--- config.mk ---
export PLATFORM = sky130hd
export DESIGN_NAME = ldpg_sweep
export DESIGN_NICKNAME = d
export VERILOG_FILES = /design/src/rtl/ldpg_pkg.sv /design/src/rtl/ldpg_step_unit.sv /design/src/rtl/ldpg_sweep.sv
export SDC_FILE = /design/constraint.sdc
export NUM_CORES = 1
export LEC_CHECK = 0
export BUFFER_PORTS_ARGS = -buffer_cell sky130_fd_sc_hd__buf_4
export CAP_MARGIN = 40
export CORE_MARGIN = 10
export CORE_UTILIZATION = 61
export CTS_BUF_LIST = sky130_fd_sc_hd__clkbuf_8
export CTS_CLUSTER_DIAMETER = 100
export DETAILED_ROUTE_END_ITERATION = 12
export PLACE_DENSITY = 0.83
export SLEW_MARGIN = 20
export SYNTH_ARGS = -nofsm -noshare
export SYNTH_HDL_FRONTEND = slang
export SYNTH_SLANG_ARGS = --single-unit
--- constraint.sdc ---
create_clock -name clock -period 5.7 [get_ports clock]
set_input_delay 0.285 -clock clock [delete_from_list [all_inputs] [get_ports clock]]
set_output_delay 0.285 -clock clock [all_outputs]
set_load 0.01 [all_outputs]
--- src/rtl/ldpg_pkg.sv ---
package ldpg_pkg;

   localparam int HEIGHT_W   = 16;
   localparam int RUN_W      = 13;
   localparam int CFG_W      = 7;
   localparam int CSR_ADDR_W = 3;
   localparam int CSR_DATA_W = 32;

   localparam logic             REG_ROWS   = 1'b0;
   localparam logic             REG_COLS   = 1'b1;
   localparam logic [CFG_W-1:0] ROWS_RESET = 7'd64;
   localparam logic [CFG_W-1:0] COLS_RESET = 7'd64;

   typedef enum logic [1:0] {
      TOP_LOAD,
      TOP_RUN,
      TOP_EMIT
   } top_state_type;

   typedef enum logic [1:0] {
      SW_IDLE,
      SW_CLEAR,
      SW_CELL
   } sweep_state_type;

endpackage

--- src/rtl/ldpg_step_unit.sv ---
module ldpg_step_unit #(
   parameter int HB     = 16,
   parameter int STEP_W = 12
) (
   input  logic              [STEP_W-1:0] acc,
   input  logic signed       [HB-1:0]     self_h,
   input  logic signed       [HB-1:0]     nb_h,
   input  logic              [STEP_W-1:0] nb_step,
   input  logic                           nb_ok,
   output logic              [STEP_W-1:0] acc_next
);

   logic [STEP_W-1:0] cand;

   always_comb begin
      cand = nb_step + STEP_W'(1);
      if (nb_ok && (nb_h < self_h) && (cand > acc)) begin
         acc_next = cand;
      end else begin
         acc_next = acc;
      end
   end

endmodule

--- src/rtl/ldpg_sweep.sv ---
module ldpg_sweep #(
   parameter int ROW_W  = 7,
   parameter int COL_W  = 7,
   parameter int ADDR_W = 12,
   parameter int HB     = 16,
   localparam int CNT_W = ADDR_W + 1
) (
   input  logic                     clock,
   input  logic                     reset,
   input  logic                     start,
   input  logic [ROW_W-1:0]         rows,
   input  logic [COL_W-1:0]         cols,
   input  logic [CNT_W-1:0]         cell_count,
   output logic [ADDR_W-1:0]        rd_addr,
   input  logic signed [HB-1:0]     h_rd_data,
   input  logic [ADDR_W-1:0]        s_rd_data,
   output logic                     s_wr_en,
   output logic [ADDR_W-1:0]        s_wr_addr,
   output logic [ADDR_W-1:0]        s_wr_data,
   output logic                     done,
   output logic [ADDR_W-1:0]        best
);

   import ldpg_pkg::*;

   localparam logic [2:0] PHASE_SELF  = 3'd0;
   localparam logic [2:0] PHASE_UP    = 3'd1;
   localparam logic [2:0] PHASE_DOWN  = 3'd2;
   localparam logic [2:0] PHASE_LEFT  = 3'd3;
   localparam logic [2:0] PHASE_RIGHT = 3'd4;
   localparam logic [2:0] PHASE_LAST  = 3'd5;

   sweep_state_type          state_ff, state_in;
   logic [2:0]               phase_ff, phase_in;
   logic [ADDR_W-1:0]        pos_ff, pos_in;
   logic [ROW_W-1:0]         row_ff, row_in;
   logic [COL_W-1:0]         col_ff, col_in;
   logic                     back_ff, back_in;
   logic                     changed_ff, changed_in;
   logic signed [HB-1:0]     hc_ff, hc_in;
   logic [ADDR_W-1:0]        acc_ff, acc_in;
   logic [ADDR_W-1:0]        old_ff, old_in;
   logic [ADDR_W-1:0]        sweep_best_ff, sweep_best_in;
   logic [ADDR_W-1:0]        best_ff, best_in;

   logic                     up_ok, down_ok, left_ok, right_ok;
   logic                     data_ok;
   logic [ADDR_W-1:0]        cols_a;
   logic [ADDR_W-1:0]        acc_step;
   logic                     sweep_end;
   logic                     fwd_end;
   logic                     changed_now;
   logic [ADDR_W-1:0]        best_now;

   assign up_ok    = (row_ff != '0);
   assign down_ok  = ((row_ff + ROW_W'(1)) < rows);
   assign left_ok  = (col_ff != '0);
   assign right_ok = ((col_ff + COL_W'(1)) < cols);
   assign cols_a   = ADDR_W'(cols);
   assign fwd_end  = ((CNT_W'(pos_ff) + CNT_W'(1)) == cell_count);
   assign sweep_end = back_ff ? (pos_ff == '0) : fwd_end;

   always_comb begin
      rd_addr = pos_ff;
      case (phase_ff)
         PHASE_UP:    if (up_ok)    rd_addr = pos_ff - cols_a;
         PHASE_DOWN:  if (down_ok)  rd_addr = pos_ff + cols_a;
         PHASE_LEFT:  if (left_ok)  rd_addr = pos_ff - ADDR_W'(1);
         PHASE_RIGHT: if (right_ok) rd_addr = pos_ff + ADDR_W'(1);
         default:     rd_addr = pos_ff;
      endcase
   end

   always_comb begin
      case (phase_ff)
         PHASE_DOWN:  data_ok = up_ok;
         PHASE_LEFT:  data_ok = down_ok;
         PHASE_RIGHT: data_ok = left_ok;
         PHASE_LAST:  data_ok = right_ok;
         default:     data_ok = 1'b0;
      endcase
   end

   ldpg_step_unit #(
      .HB     (HB),
      .STEP_W (ADDR_W)
   ) u_step (
      .acc      (acc_ff),
      .self_h   (hc_ff),
      .nb_h     (h_rd_data),
      .nb_step  (s_rd_data),
      .nb_ok    (data_ok),
      .acc_next (acc_step)
   );

   assign changed_now = changed_ff || (acc_step != old_ff);
   assign best_now    = (acc_step > sweep_best_ff) ? acc_step : sweep_best_ff;

   always_ff @(posedge clock) begin
      if (reset) begin
         state_ff <= SW_IDLE;
         phase_ff <= PHASE_SELF;
      end else begin
         state_ff <= state_in;
         phase_ff <= phase_in;
      end
      pos_ff        <= pos_in;
      row_ff        <= row_in;
      col_ff        <= col_in;
      back_ff       <= back_in;
      changed_ff    <= changed_in;
      hc_ff         <= hc_in;
      acc_ff        <= acc_in;
      old_ff        <= old_in;
      sweep_best_ff <= sweep_best_in;
      best_ff       <= best_in;
   end

   always_comb begin
      state_in      = state_ff;
      phase_in      = phase_ff;
      pos_in        = pos_ff;
      row_in        = row_ff;
      col_in        = col_ff;
      back_in       = back_ff;
      changed_in    = changed_ff;
      hc_in         = hc_ff;
      acc_in        = acc_ff;
      old_in        = old_ff;
      sweep_best_in = sweep_best_ff;
      best_in       = best_ff;
      s_wr_en       = 1'b0;
      s_wr_addr     = pos_ff;
      s_wr_data     = '0;
      done          = 1'b0;
      case (state_ff)
         SW_IDLE: begin
            if (start) begin
               pos_in   = '0;
               state_in = SW_CLEAR;
            end
         end
         SW_CLEAR: begin
            s_wr_en = 1'b1;
            if (fwd_end) begin
               pos_in        = '0;
               row_in        = '0;
               col_in        = '0;
               back_in       = 1'b0;
               changed_in    = 1'b0;
               sweep_best_in = '0;
               phase_in      = PHASE_SELF;
               state_in      = SW_CELL;
            end else begin
               pos_in = pos_ff + ADDR_W'(1);
            end
         end
         SW_CELL: begin
            phase_in = phase_ff + 3'd1;
            if (phase_ff == PHASE_UP) begin
               hc_in  = h_rd_data;
               acc_in = s_rd_data;
               old_in = s_rd_data;
            end else if (phase_ff != PHASE_SELF && phase_ff != PHASE_LAST) begin
               acc_in = acc_step;
            end
            if (phase_ff == PHASE_LAST) begin
               s_wr_en   = 1'b1;
               s_wr_data = acc_step;
               phase_in  = PHASE_SELF;
               if (sweep_end) begin
                  if (!changed_now) begin
                     best_in  = best_now;
                     done     = 1'b1;
                     state_in = SW_IDLE;
                  end else begin
                     back_in       = !back_ff;
                     changed_in    = 1'b0;
                     sweep_best_in = '0;
                  end
               end else begin
                  changed_in    = changed_now;
                  sweep_best_in = best_now;
                  if (back_ff) begin
                     pos_in = pos_ff - ADDR_W'(1);
                     if (col_ff == '0) begin
                        col_in = cols - COL_W'(1);
                        row_in = row_ff - ROW_W'(1);
                     end else begin
                        col_in = col_ff - COL_W'(1);
                     end
                  end else begin
                     pos_in = pos_ff + ADDR_W'(1);
                     if (!right_ok) begin
                        col_in = '0;
                        row_in = row_ff + ROW_W'(1);
                     end else begin
                        col_in = col_ff + COL_W'(1);
                     end
                  end
               end
            end
         end
         default: begin
            state_in = SW_IDLE;
         end
      endcase
   end

   assign best = best_ff;

   a_phase_range: assert property (@(posedge clock) disable iff (reset)
      state_ff == SW_CELL |-> phase_ff <= PHASE_LAST)
      else $error("sweep phase out of range");

   a_write_in_grid: assert property (@(posedge clock) disable iff (reset)
      s_wr_en |-> CNT_W'(s_wr_addr) < cell_count)
      else $error("step write outside grid");

   a_pos_matches_rowcol: assert property (@(posedge clock) disable iff (reset)
      state_ff == SW_CELL |->
         CNT_W'(pos_ff) == CNT_W'(row_ff) * CNT_W'(cols) + CNT_W'(col_ff))
      else $error("position and row/column disagree");

endmodule
---- Yosys cells after proc, flatten, opt, wreduce, memory -nomap -nowiden ----
Cells that the tools add are included.
word-level totals
  register bits ........................... 97
  latch bits .............................. 0
  RAM bits ................................ 0
  ROM bits ................................ 0
  bits of input ports ..................... 58
  output and inout bits ................... 50
  word-level logic and storage cells ...... 135
  memories kept ........................... 0
operators by class
  $add $sub $neg .......................... 12
  multiply operators ...................... 0
  div/mod/pow operators ................... 0
  $lt $le $gt $ge ......................... 5
  equal/unequal tests ..................... 20
  shift-type cells ........................ 0
  mux-type cells .......................... 61
  bitwise gates (word level) .............. 1
  reduce and logical (&&, ||, !) cells .... 24
operator list
  operator                 count
  $mux W12                 19
  $mux W7                  11
  $pmux W12 S4             1
  $pmux W12 S3             1
  $pmux W7 S2              2
  $add A12 B1 Y12 const B  2
  $gt A12 B12 Y1           2
  $pmux W12 S2             1
  $sub A7 B1 Y7 const B    3
  $lt A16 B16 Y1           1
  $reduce_and A4 Y1        4
  $add A7 B1 Y7 const B    2
  $lt A7 B7 Y1             2
  $ne A2 B2 Y1 const B     7
  $reduce_bool A7 Y1       2
  $add A12 B1 Y13 const B  1
  $eq A13 B13 Y1           1
  $mux W1                  13
  $add A12 B7 Y12          1
  $logic_not A12 Y1        1
  $ne A12 B12 Y1           1
  $ne A3 B3 Y1 const B     4
  $sub A12 B1 Y12 const B  1
  $sub A12 B7 Y12          1
  23 further kinds         39

---- Depth between registers and ports, before layout ----
  word-level depth ........................ 12
  gate-level depth with buffers ........... 25
  depth with buffers taken out ............ 22

---- Modules after synthesis ----
From an unflattened synthesis, not the netlist that was laid out.
second synthesis, totals
  cells, all modules ...................... 1,021
  area total of the unflattened synthesis .. 9,167.5 sq um
by module, submodules not included
  module          instances  cells an instance  area an instance (sq um)  sequential area each (sq um)
  ldpg_sweep      1          888                8,110.3                   2,862.7
  ldpg_step_unit  1          133                1,057.3                   0.0

---- Worst setup path after synthesis ----
OpenSTA, ideal clock, no wires.
  path kind ............................... input port to flip-flop
  start ................................... input s_rd_data[6]
  end ..................................... register sweep_best_ff[8] (data pin)
  setup time .............................. 266 ps
  arrival time ............................ 4,838 ps
  data required time ...................... 5,434 ps
  setup slack ............................. 595 ps
  stages on the path ...................... 22
  path buffers ............................ 3
  path through ............................ clkbuf_1 -> nand3_1 -> nor4_1 -> xor2_1 -> ha_1 -> nand4_1 -> or2_1 -> a21oi_1 -> o41ai_1 -> a211o_1 -> buf_2 -> buf_1 -> mux2i_1 -> inv_1 -> ha_1 -> a21o_1 -> a21o_1 -> a21oi_1 -> o2111ai_1 -> o21ai_2 -> mux2_2 -> nor2b_1
between the ends
  longest elaborated chain between the ends .. 9
RTL lines
  what                   line                  source
  start, declared        ldpg_sweep.sv:16      input logic [ADDR_W-1:0] s_rd_data,
  $add A12 B1 Y12 (*)    ldpg_step_unit.sv:16  cand = nb_step + STEP_W'(1);
  $gt A12 B12 Y1         ldpg_step_unit.sv:17  if (nb_ok && (nb_h < self_h) && (cand > acc)) begin
  $logic_and A1 B1 Y1    ldpg_step_unit.sv:17
  $mux W12 (*)           ldpg_step_unit.sv:17
  $gt A12 B12 Y1         ldpg_sweep.sv:97      assign best_now = (acc_step > sweep_best_ff) ? acc_step : sweep_best_ff;
  $mux W12 (*)           ldpg_sweep.sv:97
  named net best_now[8]  ldpg_sweep.sv:53      logic [ADDR_W-1:0] best_now;
  $mux W12 (*)           ldpg_sweep.sv:171     if (sweep_end) begin
  $mux W12 (*)           ldpg_sweep.sv:167     if (phase_ff == PHASE_LAST) begin
  $pmux W12 S2 (*)       ldpg_sweep.sv:136     case (state_ff)
  end signal, assigned   ldpg_sweep.sv:115     sweep_best_ff <= sweep_best_in;
  end, declared          ldpg_sweep.sv:43      logic [ADDR_W-1:0] sweep_best_ff, sweep_best_in;
The timed path passes the listed nets; every way through them passes the cells marked *. The select of a mux whose other input is x is not followed.
A chain may end at the register's enable or synchronous reset.

---- Worst setup path in the final report ----
  start ................................... register row_ff[0]
  end ..................................... output done
between the ends
  longest elaborated chain between the ends .. 12
  elaborated cells between the ends (all ways) .. 13
  those cells by class .................... add/sub: 1; order compare: 1; eq/ne: 1; mux: 6; reduce/logical: 4
RTL lines
  what                                  line                  source
  start, declared                       ldpg_sweep.sv:36      logic [ROW_W-1:0] row_ff, row_in;
  start signal, assigned                ldpg_sweep.sv:108     row_ff <= row_in;
  $add A7 B1 Y7                         ldpg_sweep.sv:56      assign down_ok = ((row_ff + ROW_W'(1)) < rows);
  $lt A7 B7 Y1                          ldpg_sweep.sv:56
  $pmux W1 S4 (*)                       ldpg_sweep.sv:75      case (phase_ff)
  $logic_and A1 B1 Y1 (*) (2 in a row)  ldpg_step_unit.sv:17
  $mux W12 (*)                          ldpg_step_unit.sv:17
  $ne A12 B12 Y1 (*)                    ldpg_sweep.sv:96      assign changed_now = changed_ff || (acc_step != old_ff);
  $logic_or A1 B1 Y1 (*)                ldpg_sweep.sv:96
  $mux W1 (*)                           ldpg_sweep.sv:172     if (!changed_now) begin
  $mux W1 (*)                           ldpg_sweep.sv:171
  $mux W1 (*)                           ldpg_sweep.sv:167
  $mux W1 (*)                           ldpg_sweep.sv:136
  end, declared                         ldpg_sweep.sv:20      output logic done,
Every way passes the cells marked *; elsewhere a longest branch is shown, timed or not.

==> metrics.md <==
| Metric | Value |
|---|---|
| Status | finished clean |
| Hold path start | h_rd_data[9] |
| Met2 WL post-DR | 11700 um |
| Seq. cell area | 2860 sq um |
| Initial core utilization | 61.8% |
| Clock slew seen by the registers of the worst setup and hold paths | 100 ps |
| Final setup margin | 379 ps |
| Row count | 43 |
| Final Cycle Share | 93.4% |
| Clk_skew | 13.1 ps |
| Total clock sinks | 97 |
| Diode count | 0 |
| Syn Nets | 1099 |
| Gr usage total | 24.4% |
| Count leader, synth | edfxtp_1 |
| Measured slew at the worst slew-check pin | 810 ps |
| First-pass GRT wire length | 39100 um |
| CP max stage delay | 510 ps |
| Worst Path Class, Setup | flip-flop to output port |
| Fmax | 188 MHz |
| Share of Yosys cell area claimed by the top area cell type | roughly a third |
| YS warnings | 0 |
| Multi-input gate area | 5170 sq um |
| Total power | 3290 uW |
| DIE HEIGHT | 138 um |
| Initial antenna violation count | 0 |
| Distinct cells, synth | 78 |
| Sequential area share after synthesis | about 34% |
| Width of the die | 138 um |
| Via count | ~8000 |
| Pwr per Cell Area | 336 nW/um^2 |
| DR iter-0 viols | ~910 |
| Top delay family on crit path | compound AO/OA/AOI/OAI gates |
| DR top layer | met4 |
| Post-synth ARST share | 0% |
| Largest area contributor in the netlist | edfxtp_1 |
| Top Ports | 108 |
| Netlist Area Pre-Place | ~8500 sq um |
| WL met1 | 10000 um |
| Drt pass-1 iters | 5 |
| Fin cells | 1241 |
| Net Sw Frac | 43.7% |
| CP max-delay cell | edfxtp_1 |
| Startpoint Class | flip-flop |
| CP max FO | 19 |
| P_leak | 0.00423 uW |
| PortBufs | between 100 and 150 |
| R2r startpoint | row_ff[0] |
| # fillers | about 1100 |
| Postcts setup bufs | 0 |
| Worst-path cell chain | ha_1 -> and3_1 -> xor2_1 -> ha_1 -> nand4_1 -> and3_1 -> o21ai_1 -> o221a_2 -> a211o_2 -> mux2i_1 -> inv_1 -> a221o_1 -> nor3_1 -> nor4b_1 -> buf_4 |
| Seq pwr share | 34.6% |
| DIE AREA | between 15000 and 20000 sq um |
| CP endpoint kind | output port |
| # Max-Cap Violations | 0 |
| Max transition margin | 45.8% |
| CP Buf/Inv Count | 2 |
| Synthesized area per cell | between 8 and 9 sq um |
| Peak supply drop | 250 uV |
| Total Routed Length | 24200 um |
| Post-route antenna net violation count | 0 |
| Worst skew pair latency | 400 ps |
| Pre-CTS setup slack | between 100 and 150 ps |
| Layout cells sized above 1 | 15.7% |
| Worst R2R End | sweep_best_ff[5] |
| Drt wl/cell | 19.5 um |
| CTS buffer count | 9 |
| Worst Hold End | hc_ff[9] |
| Root buffer cell | clkbuf_8 |
| Gpl congestion | 0.984 |
| NumNets Final | 1195 |
| Critical Path AT | between 5000 and 6000 ps |
| Gr ovfl total | 0 |
| H-tree Lvls | 3 |
| Core Area | 13800 sq um |
| Unrepaired setup endpoints after global routing | false |
| Hold WC Path Type | input pin to flip-flop |
| TritonCTS clock tree | done |
| Placed cells | around 1200 |
| Clk pwr share | between 10% and 20% |
| Post-synth top cells | 92 x edfxtp_1, 89 x inv_1, 79 x ha_1 |
| Area delta synth->final | 14.6% |
| Worst Hold Depth | 1 |
| Fin crit period | 5320 ps |
| Setup TNS | 0 ps |
| Vias in the first global route | 7691 |
| Routed length on met3 | 1690 um |
| CP Data Required Time | 5410 ps |
| Area contributors post-synth | edfxtp_1 32%, ha_1 12%, inv_1 3.9%, xnor2_1 3.9%, a21oi_1 3.5% |
| Max clock buf depth | 2 |
| Sw Pwr | 1440 uW |
| Seq cells post-synth | 97 |
| Primary FF master, synth | edfxtp_1 |
| Via/cell ratio | 6.44 |
| Cell Int Power | ~1900 uW |
| Residual DRC | 0 |
| Fin. Hold Viols | 0 |
| Max Slew Vio Count | 0 |
| Largest net degree at the start of global routing | 29 |
| EDFF count, synth | 92 |
| R2R Setup Slk | 480 ps |
| Setup violators final | 0 |
| Worst R2R Path Depth | 20 |
| Combinational power share | 50.3% |
| Synth Instances | 960 |
| Post-DP HPWL | 18600 um |
## through the flow
stage                     util (%)  cell area (sq um)  hold slack [ps]
final                         70.8               9790             74.4
after global placement        69.2               9560              476
after detailed placement      69.2               9560              475
after CTS                     70.7               9770             63.0
after floorplan                  -               8540              354
after global routing          70.8               9790             63.0
## layout make-up
type / count / share of cell area [%]
Clock buffer: 9 / 1.26
Clock inverter: 7 / 0.869
Inverter: 91 / 3.49
Multi-Input combinational cell: 727 / 52.8
Sequential cell: 97 / 29.2
Tap cell: 180 / 2.30
Timing Repair Buffer: 130 / 10.0
## cell families after synthesis
group | after synthesis | synth area share [%]
muxes | 28 | 3.41
buffers and inverters | 136 | 6.05
and+or+nand+nor | 314 | 19.0
AOI/OAI and AO/OA | 232 | 18.1
xor gates and xnor gates | 72 | 7.86
adders and majority gates | 81 | 12.0
DFF | 97 | 33.5
## registers in the layout, summed over array words and instances, names as in the netlist, 3 cells and up
register / cells
hc_ff: 16
col_ff: 7
acc_ff: 12
phase_ff: 3
old_ff: 12
s_wr_addr: 12
sweep_best_ff: 12
best: 12
row_ff: 7
## worst reg2reg max path: cells and delay by family (launching register included)
family / cells / cell delay, ps
simple gates: 6 / 870
compound gates: 8 / 2090
fa+ha+maj: 3 / 920
flops: 1 / 510
xor+xnor: 1 / 200
buf+inv: 1 / 240
mux: 1 / 260
## power groups by stage
stage                     logic [uW]  clock network [uW]  registers, uW
final                           1650                 499           1140
after global routing            1810                 524           1150
after CTS                       1620                 500           1140
after detailed placement        1610                   0           1160
after global placement          1580                   0           1150
after floorplan                 1180                   0           1040
## cell usage in the layout, fill, tap and decap left out, types with 5 or more instances in the layout
master,instances
buf_4,128
edfxtp_1,92
inv_1,89
ha_1,79
nand2_1,73
nor2_1,63
a21oi_1,60
o21ai_0,40
xnor2_1,38
nand3_1,33
xor2_1,31
nor2b_1,31
mux2i_1,22
nor3_1,19
nand4_1,18
and3_1,16
and2_1,15
nand2b_1,13
a21o_1,12
o221ai_1,12
nor4_1,10
o22ai_1,10
a211oi_1,9
clkbuf_8,9
o21ai_1,7
o211ai_1,7
a31oi_1,7
o21a_1,7
a21boi_0,6
a221o_1,6
a22oi_1,6
a221oi_1,5
dfxtp_1,5
## worst max path at each step
stage | start | end | slack [ps] | cells past startpoint
CTS | row_ff[0] | done | 170 | 15
floorplan | s_rd_data[6] | sweep_best_ff[8] | 600 | 22
detailed placement | s_rd_data[0] | sweep_best_ff[5] | 110 | 22
finish | row_ff[0] | done | 380 | 15
global placement | s_rd_data[0] | sweep_best_ff[8] | 350 | 21
global route | row_ff[0] | sweep_best_ff[6] | 60 | 21
## metal layers
layer	vias up	track usage (%)
met2	383	40.4
met5	-	0
li1	3686	-
met1	3853	30.5
met3	71	3.80
met4	0	11.0
## repair_timing
| action | in CTS | in global routing |
|---|---|---|
| setup endpoints to repair | 0 | 18 |
| hold buffers | 0 | 0 |
| gates resized for setup | 0 | 1 |
(Power assumes the default switching activity.)
